<file path="config.mk">
export PLATFORM = sky130hd
export DESIGN_NAME = wrd_alu
export DESIGN_NICKNAME = d
export VERILOG_FILES = /design/src/design/wrd_pkg.sv /design/src/design/wrd_alu.sv
export SDC_FILE = /design/constraint.sdc
export NUM_CORES = 1
export LEC_CHECK = 0
export BUFFER_PORTS_ARGS = -buffer_cell sky130_fd_sc_hd__buf_4
export CAP_MARGIN = 5
export CORE_MARGIN = 1
export CORE_UTILIZATION = 45
export DETAILED_ROUTE_END_ITERATION = 8
export PLACE_DENSITY_LB_ADDON = 0.15
export SETUP_SLACK_MARGIN = 0.1
export SLEW_MARGIN = 20
export SYNTH_ARGS = -nofsm -noshare
export SYNTH_HDL_FRONTEND = slang
export SYNTH_SLANG_ARGS = --single-unit
</file>
<file path="constraint.sdc">
create_clock -name vclk -period 4.7
set_clock_uncertainty 0.05 [all_clocks]
set_input_delay 0.47 -clock vclk [all_inputs]
set_output_delay 0.47 -clock vclk [all_outputs]
set_load 0.005 [all_outputs]
</file>
<file path="src/design/wrd_pkg.sv">
// ----------------------------------------------------------------------------
// wrd_pkg
// Shared types and codes for the work range dispatcher.
// ----------------------------------------------------------------------------
`default_nettype none
package wrd_pkg;

    typedef enum logic [2:0] {
        OP_CONNECT    = 3'd0,
        OP_REGISTER   = 3'd1,
        OP_REQUEST    = 3'd2,
        OP_HEARTBEAT  = 3'd3,
        OP_CHECKPOINT = 3'd4,
        OP_RESULT     = 3'd5,
        OP_DISCONNECT = 3'd6,
        OP_TICK       = 3'd7
    } t_op;

    typedef enum logic [3:0] {
        K_JOB       = 4'd0,
        K_ASSIGN    = 4'd1,
        K_STOP      = 4'd2,
        K_HB_REQ    = 4'd3,
        K_DEAD      = 4'd4,
        K_ACCEPTED  = 4'd5,
        K_REJECTED  = 4'd6,
        K_LOST      = 4'd7,
        K_FOUND     = 4'd8,
        K_EXHAUSTED = 4'd9
    } t_kind;

    typedef enum logic [4:0] {
        ST_IDLE,
        ST_DECODE,
        ST_RM,
        ST_RM_END,
        ST_RM_CMP,
        ST_RQ_REC_MIN,
        ST_RQ_REC_ADD,
        ST_RQ_REC_SUB,
        ST_RQ_CUR_CMP,
        ST_RQ_CUR_SUB,
        ST_RQ_CUR_MIN,
        ST_RQ_CUR_ADD,
        ST_RS_ADD,
        ST_SCAN,
        ST_EMIT
    } t_state;

    localparam logic [0:0] CFG_CHUNK_SIZE = 1'b0;
    localparam logic [0:0] CFG_TOTAL      = 1'b1;

endpackage
`default_nettype wire

</file>
<file path="src/design/wrd_alu.sv">
// ----------------------------------------------------------------------------
// wrd_alu
// Shared index adder / subtractor with borrow out, used by the arithmetic sequence steps.
// ----------------------------------------------------------------------------
`default_nettype none
module wrd_alu #(
    parameter int INDEX_BITS = 48
) (
    input  wire logic [INDEX_BITS-1:0] i_a,
    input  wire logic [INDEX_BITS-1:0] i_b,
    input  wire logic                  i_sub,
    output logic      [INDEX_BITS-1:0] o_res,
    output logic                       o_borrow
);
    import wrd_pkg::*;

    logic [INDEX_BITS:0] sum;

    assign sum = {1'b0, i_a} + {1'b0, (i_sub ? ~i_b : i_b)} + {{INDEX_BITS{1'b0}}, i_sub};
    assign o_res = sum[INDEX_BITS-1:0];
    // a < b when subtracting and no carry comes out
    assign o_borrow = i_sub & ~sum[INDEX_BITS];

endmodule
`default_nettype wire
</file>
==> results.md, run 1 <==
* Syn nets at 592
* Die area at 7270 sq um
* Layout cells sized above 1 at a little over a quarter
* Crit share post-route at about 90%
* Crit path max fanout at 30
* Drt total wl at 9000 um
* Status: finished clean
* Final Cell Area at 4280 sq um
* Port bufs at 146
* Diodes inserted at 0
* Leakage at 2.15 nW
* Final hold slack at roughly 1.2 ns
* Most frequent cells in the layout: buf_4, xor2_1, a21oi_1, ha_1, nand2_1
* Fin worst setup slack at 0.529 ns
* Drt via density at 5.70
* Crit Path Class: in2out
* Avg WL per Cell at 13.8 um
* Unrepaired setup endpoints after global routing: false
* Crit path DAT at between 3 and 4 ns
* Number of max-cap violations at 0
* Yosys cell types at 51
* Hold Path Class: in2out
* Number of clock buffers in the layout at 0
* Post-CTS setup buffers at 0
* Power per cell area at 217 nW/um^2
* Peak VDD IR at between 100 and 150 uV
* Fin util at 65.5%
* Final-report hold violation count at 0
* Final setup vio count at 0
* Dpl cells at 654
* Vias in the first global route at 3484
* Fmax at approximately 0.24 GHz
* CP required at 4.18 ns
* Register Area at 0 sq um
* DP Area at around 4300 sq um
* Worst Setup End Kind: output pin
* Post_cts resized at 0
* First-pass DRT Iterations at 5
* Initial antenna violation count at 0
* Flip-flop and latch count at 0
* Hold Buf Count CTS at 0
* # fillers at 610
* Yosys Warn Count at 0
* Overflow left after global routing at 0
* Die Y at 85.3 um
* Mean Syn Cell Area at 7.04 sq um
* Pre-CTS setup slack at 0.275 ns
* Detailed Route Iter0 Violations at 134
* Global-route wire length before repair at 15000 um
* Most common cell after layout, fill and taps aside: buf_4
* Num rows at 29
* Tot Pwr at 0.930 mW
* Post-route insts no fill at between 600 and 700
* Total GRT Usage at 23.8%
* Antenna-violating nets left at 0
* Worst-margin pin slew at 0.400 ns
* Initial Utilization at 47.8%
* Fin. max-slew vios at 0
* GP Congestion at 0.907
* Mapped cell area at 3120 sq um
* Final worst path period need at 4.17 ns
* Nets at 728
* Critical path launch point type: primary input
* Via count at 3729
* Pin count of the biggest net entering global routing at 31
* Post-DP HPWL at 7650 um
* DRC at 0
* Worst slew margin at between 70 and 80%
* Area Growth Syn to Fin at 37.2%
* Cells after Synth at 443
* Setup TNS at 0 ns
* I/O pin cnt at 146
* Core ar. at 6530 sq um
* Die Width at 85.3 um
* Register area share after synthesis at 0%
-- routing by layer --
| metal | global-route usage, % | part of all wire [%] | up-vias |
|---|---|---|---|
| li1 | - | - | 1893 |
| met1 | 31.5 | 45 | 1690 |
| met4 | 3.94 | 1.1 | 0 |
| met2 | 43.0 | 48 | 136 |
| met3 | 1.36 | 5.7 | 10 |
| met5 | 0 | 0 | - |
-- Yosys cell counts (5+ instances only) --
master | n | area (sq um)
buf_1 | 5 | 18.8
inv_1 | 12 | 45.0
nor2_1 | 26 | 97.6
nor2b_1 | 7 | 43.8
nand3_1 | 10 | 50.1
o21ai_0 | 28 | 140
o21a_1 | 7 | 52.6
a21o_1 | 26 | 195
a21oi_1 | 51 | 255
xor2_1 | 61 | 534
nand2b_1 | 5 | 31.3
o21ai_1 | 7 | 35.0
xnor2_1 | 31 | 272
ha_1 | 51 | 638
nand4_1 | 7 | 43.8
nand2_1 | 39 | 146
a31oi_1 | 6 | 37.5
clkbuf_1 | 5 | 18.8
-- critical path, cell delays in order --
cell and delay (ns):
buf_6 0.28, xor2_1 0.22, inv_1 0.08, fa_1 0.43, nor2b_1 0.17, o21bai_1 0.12
a211o_1 0.33, a211oi_1 0.30, nand4b_1 0.17, a211oi_1 0.09, o31ai_2 0.37, a311oi_1 0.18
xnor2_1 0.26, buf_4 0.16
-- layout make-up --
| class | count | area, sq um | share of cell area (%) |
|---|---|---|---|
| multi-input combinational | 418 | 3030 | 70.7 |
| timing repair buffer | 147 | 1110 | 26.0 |
| tap | 77 | 96.3 | 2.25 |
| inverter | 12 | 45.0 | 1.05 |
-- where the power goes --
group	internal, mW	switching (mW)
Clock	0	0
Sequential	0	0
Combinational	0.475	0.455
-- kinds of logic after synthesis --
kind of cell	synth area share, %
AOI/OAI and AO/OA	32.3
xor gates and xnor gates	25.8
adders and majority gates	21.1
buffers and inverters	3.13
muxes	0.321
and+or+nand+nor	17.4
-- worst paths after layout --
path | cells past startpoint | slack [ns] | startpoint | to
min | 3 | 1.16 | i_a[0] | o_res[0]
max | 14 | 0.53 | i_sub | o_res[40]
Note: power is estimated with default switching activity, not from simulation.
==> run 2, diff against run 1 <==
--- a/config.mk
+++ b/config.mk
@@ -5,8 +5,10 @@
 export SDC_FILE = /design/constraint.sdc
 export NUM_CORES = 1
 export LEC_CHECK = 0
+export ABC_CLOCK_PERIOD_IN_PS = 4700
 export BUFFER_PORTS_ARGS = -buffer_cell sky130_fd_sc_hd__buf_4
 export CAP_MARGIN = 5
+export CORE_ASPECT_RATIO = 0.9
 export CORE_MARGIN = 1
 export CORE_UTILIZATION = 45
 export DETAILED_ROUTE_END_ITERATION = 8
==> constraint.sdc (replaced) <==
create_clock -name vclk -period 4.7
set_clock_uncertainty 0.05 [all_clocks]
set_input_delay 0.235 -clock vclk [all_inputs]
set_output_delay 0.235 -clock vclk [all_outputs]
set_load 0.005 [all_outputs]
==> results.md, run 2 (synthesis results as in run 1) <==
* Status: finished clean
* Post-DP HPWL at 7790 um
* Final-report hold violation count at 0
* CP startpoint: i_sub
* Initial Utilization at 47.1%
* Die area at 7270 sq um
* Diodes inserted at 0
* Port bufs at 146
* Crit path DAT at ~3.6 ns
* Worst Setup End Kind: output pin
* Worst slew margin at 65.0%
* Peak VDD IR at 125 uV
* Fmax at about 0.26 GHz
* Most frequent cells in the layout: buf_4, xor2_1, a21oi_1, ha_1, nand2_1
* Initial antenna violation count at 0
* Crit path max fanout at 28
* Crit Path Class: in2out
* First-pass DRT Iterations at 5
* Crit share post-route at 82.3%
* Flip-flop and latch count at 0
* I/O pin cnt at 146
* Number of clock buffers in the layout at 0
* Critical Path Max Stage Delay at 0.49 ns
* CP required at between 4 and 5 ns
* Most common cell after layout, fill and taps aside: buf_4
* Detailed Route Iter0 Violations at 178
* Slowest cell on crit path: o31ai_1
* CP delay by family, top: compound AO/OA/AOI/OAI gates
* Via count at 3709
* Tot Pwr at 0.926 mW
* Num rows at 28
* Worst-margin pin slew at 0.521 ns
* GP Congestion at 0.858
* Hold Buf Count CTS at 0
* Drt via density at approximately 5.6
* Number of max-cap violations at 0
* Unrepaired setup endpoints after global routing: false
* Total GRT Usage at around 23%
* Avg WL per Cell at 13.7 um
* CP Buf/Inv Count at 3
* Drt total wl at roughly 9100 um
* Final worst path period need at approximately 3.9 ns
* Critical path launch point type: primary input
* Setup TNS at 0 ns
* Die Width at 89.8 um
* Die Y at 81.0 um
* Fin util at 64.7%
* Leakage at approximately 2.1 nW
* Area Growth Syn to Fin at 37.3%
* Levels on crit path at 13
* Post_cts resized at 0
* DRC at 0
* Core ar. at 6620 sq um
* Post-CTS setup buffers at 0
* Hold Path Class: in2out
* Final setup vio count at 0
* Global-route wire length before repair at 14400 um
* Hold path startpoint: i_b[0]
* Overflow left after global routing at 0
* Register Area at 0 sq um
* Nets at roughly 730
* Cell mode on critical path: buf_4
* Antenna-violating nets left at 0
* Fin. max-slew vios at 0
* Vias in the first global route at 3354
* Layout cells sized above 1 at 26.3%
* Power per cell area at 216 nW/um^2
* Pin count of the biggest net entering global routing at 29
* Final hold slack at 0.729 ns
* Critical path cell sequence: buf_4 -> buf_4 -> xor2_1 -> ha_1 -> nand2_1 -> or3_1 -> a211oi_1 -> nand4b_1 -> a211oi_1 -> o31ai_1 -> a311oi_1 -> xnor2_1 -> buf_4
* Hold path depth at 3
run 2: cell counts in the layout (fill, tap and decap cells not counted):
Identical to the previous run, type by type.
run 2: path summary, 6_finish.rpt:
| path | to | slack, ns |
|---|---|---|
| worst min-delay path | o_res[0] | 0.73 |
| worst max-delay path | o_res[40] | 0.83 |
run 2: area by class of cell:
class | count | area, sq um
fill | 610 | 2340
inverter | 12 | 45.0
multi-input combinational | 418 | 3020
tap | 90 | 113
timing repair buffer | 147 | 1100
run 2: through the flow:
stage / cells / cell area [sq um] / setup slack, ns
2_1_floorplan: 443 / 3120 / 0.945
3_3_place_gp: 667 / 4280 / 0.958
3_5_place_dp: 667 / 4280 / 0.939
4_1_cts: 667 / 4280 / 0.903
5_1_grt: 667 / 4280 / 0.581
6_report: 667 / 4280 / 0.832
run 2: layer usage:
layer / track usage, % / vias up / part of all wire (%)
li1: - / 1892 / -
met1: 28.9 / 1659 / 45
met2: 43.0 / 152 / 48
met3: 3.00 / 6 / 6.8
met4: 2.30 / 0 / 0.41
met5: 0 / - / 0
run 2: where the power goes:
part	internal, mW	switching, mW
logic	0.474	0.453
clock network	0	0
registers	0	0
==> run 3, diff against run 2 <==
--- a/config.mk
+++ b/config.mk
@@ -5,7 +5,8 @@
 export SDC_FILE = /design/constraint.sdc
 export NUM_CORES = 1
 export LEC_CHECK = 0
-export ABC_CLOCK_PERIOD_IN_PS = 4700
+export ABC_AREA = 1
+export ABC_CLOCK_PERIOD_IN_PS = 4000
 export BUFFER_PORTS_ARGS = -buffer_cell sky130_fd_sc_hd__buf_4
 export CAP_MARGIN = 5
 export CORE_ASPECT_RATIO = 0.9
==> constraint.sdc (replaced) <==
create_clock -name vclk -period 4
set_clock_uncertainty 0.05 [all_clocks]
set_input_delay 0.2 -clock vclk [all_inputs]
set_output_delay 0.2 -clock vclk [all_outputs]
set_load 0.005 [all_outputs]
==> results.md, run 3 <==
* Final worst path period need at 3.01 ns
* Unrepaired setup endpoints after global routing: false
* Critical path launch point type: primary input
* Mapped cell area at 4650 sq um
* Pin count of the biggest net entering global routing at 36
* Worst Setup End Kind: output pin
* Tot Pwr at 1.31 mW
* Via count at 5685
* Setup TNS at 0 ns
* Yosys cell types at 29
* Post-DP HPWL at approximately 14000 um
* Area Growth Syn to Fin at 26.8%
* Worst-margin pin slew at 0.621 ns
* Hold path startpoint: i_a[0]
* Initial antenna violation count at 0
* Detailed Route Iter0 Violations at 347
* Cells after Synth at 912
* Post-CTS setup buffers at 0
* Initial Utilization at between 40% and 50%
* Power per cell area at 222 nW/um^2
* CP startpoint: i_sub
* Top-count cell post-synth: nand2_1
* DRC at 0
* Fmax at roughly 0.33 GHz
* Post_cts resized at 0
* Most common cell after layout, fill and taps aside: nand2_1
* Hold Path Class: in2out
* Vias in the first global route at 5149
* Hold Buf Count CTS at 0
* Core ar. at 9870 sq um
* Ranking of synthesized cells by area: nand2_1, inv_1, ha_1
* Final setup vio count at 0
* Diodes inserted at 0
* Num rows at 34
* Critical Path Max Stage Delay at 0.47 ns
* Cell mode on critical path: nand2_1
* Register area share after synthesis at 0%
* Flip-flop and latch count at 0
* Crit path DAT at roughly 2.8 ns
* Total GRT Usage at 29.6%
* Nets at about 1200
* Drt total wl at 15900 um
* Top cell type's share of synthesized area at between 20 and 30%
* Overflow left after global routing at 0
* Die area at between 10000 and 15000 sq um
* Worst slew margin at 58.3%
* Global-route wire length before repair at 25000 um
* Final-report hold violation count at 0
* Crit Path Class: in2out
* Mean Syn Cell Area at about 5 sq um
* Yosys top cell by area: nand2_1
* Register Area at 0 sq um
* Critical path cell sequence: buf_4 -> buf_4 -> xor2_1 -> ha_1 -> nand2_1 -> inv_1 -> nand2_1 -> nor4_1 -> nand2_1 -> nand2_1 -> nand2_1 -> nand2_1 -> buf_4
* GP Congestion at 1.03
* Fin. max-slew vios at 0
* Die Width at 109 um
* Antenna-violating nets left at 0
* Avg WL per Cell at ~13 um
* Drt via density at 4.81
* Port bufs at between 100 and 150
* Top post-synthesis cells by count: nand2_1, inv_1, xor2_1, nor2_1, ha_1
* Die Y at 98.4 um
* Yosys Warn Count at 0
* Number of clock buffers in the layout at 0
* Status: finished clean
* DP Area at 5890 sq um
* Slowest cell on crit path: buf_4
* Fin util at 59.7%
* Leakage at 3.65 nW
* Layout cells sized above 1 at 20.7%
* CP required at 3.75 ns
* CP delay by family, top: buffers and inverters
* Syn nets at 1061
* First-pass DRT Iterations at 5
* CP Buf/Inv Count at 4
* Peak VDD IR at 126 uV
* Most frequent cells in the layout: nand2_1, inv_1, buf_4
* Crit path max fanout at 35
* Number of max-cap violations at 0
* I/O pin cnt at 146
* Final Cell Area at 5890 sq um
* Crit share post-route at 75.2%
[run 3: changes by cell type in the layout (fill, tap and decap cells not counted), moves of 12 or more]
cell and change:
inv_2 +21, nand2_1 +311, inv_1 +165, o21ai_0 -22
nand3_1 +29, xnor2_1 -24, a21oi_1 -12, a21o_1 -24
nand2_2 +14, nor2_1 +33, nor2_2 +23
[run 3: where the power goes]
part	switching [mW]	leakage, nW	internal (mW)	total (mW)
registers	0	0	0	0
clock network	0	0	0	0
logic	0.753	3.65	0.557	1.31
[run 3: worst paths after layout]
check / cells past startpoint / slack, ns / end
max: 13 / 0.99 / o_res[37]
min: 4 / 0.63 / o_res[0]
[run 3: metal layers]
metal | vias up | track usage [%] | wire (um)
met5 | - | 0 | 0
met4 | 0 | 1.35 | 67
li1 | 3032 | - | -
met2 | 184 | 44.5 | 6490
met3 | 6 | 3.00 | 1200
met1 | 2463 | 46.7 | 8150
[run 3: cell families after synthesis]
kind of cell / share of synthesized area, %
AO/OA/AOI/OAI: 6.57
AND/OR/NAND/NOR: 48.4
adder cells (fa/ha/maj): 14.2
buffers and inverters: 16.7
XOR/XNOR: 14.1
[run 3: through the flow]
| step | cells | hold WS (ns) | setup WS (ns) |
|---|---|---|---|
| final | 1181 | 0.627 | 0.993 |
| after global routing | 1181 | 0.661 | 0.806 |
| after CTS | 1181 | 0.631 | 1.04 |
| after detailed placement | 1181 | 0.631 | 1.05 |
| after global placement | 1181 | 0.628 | 1.03 |
| after floorplan | 912 | 0.446 | 1.79 |
[run 3: cell type report]
| type | instances | area [sq um] |
|---|---|---|
| fillers | 1088 | 3980 |
| inverters | 200 | 751 |
| multi-input cells | 707 | 3870 |
| well taps | 126 | 158 |
| repair buffers | 148 | 1110 |
[run 3: tightest hold or removal path, stage by stage]
cell and delay (ns):
buf_4 0.09, nand2_1 0.04, nand2_1 0.05, buf_4 0.10
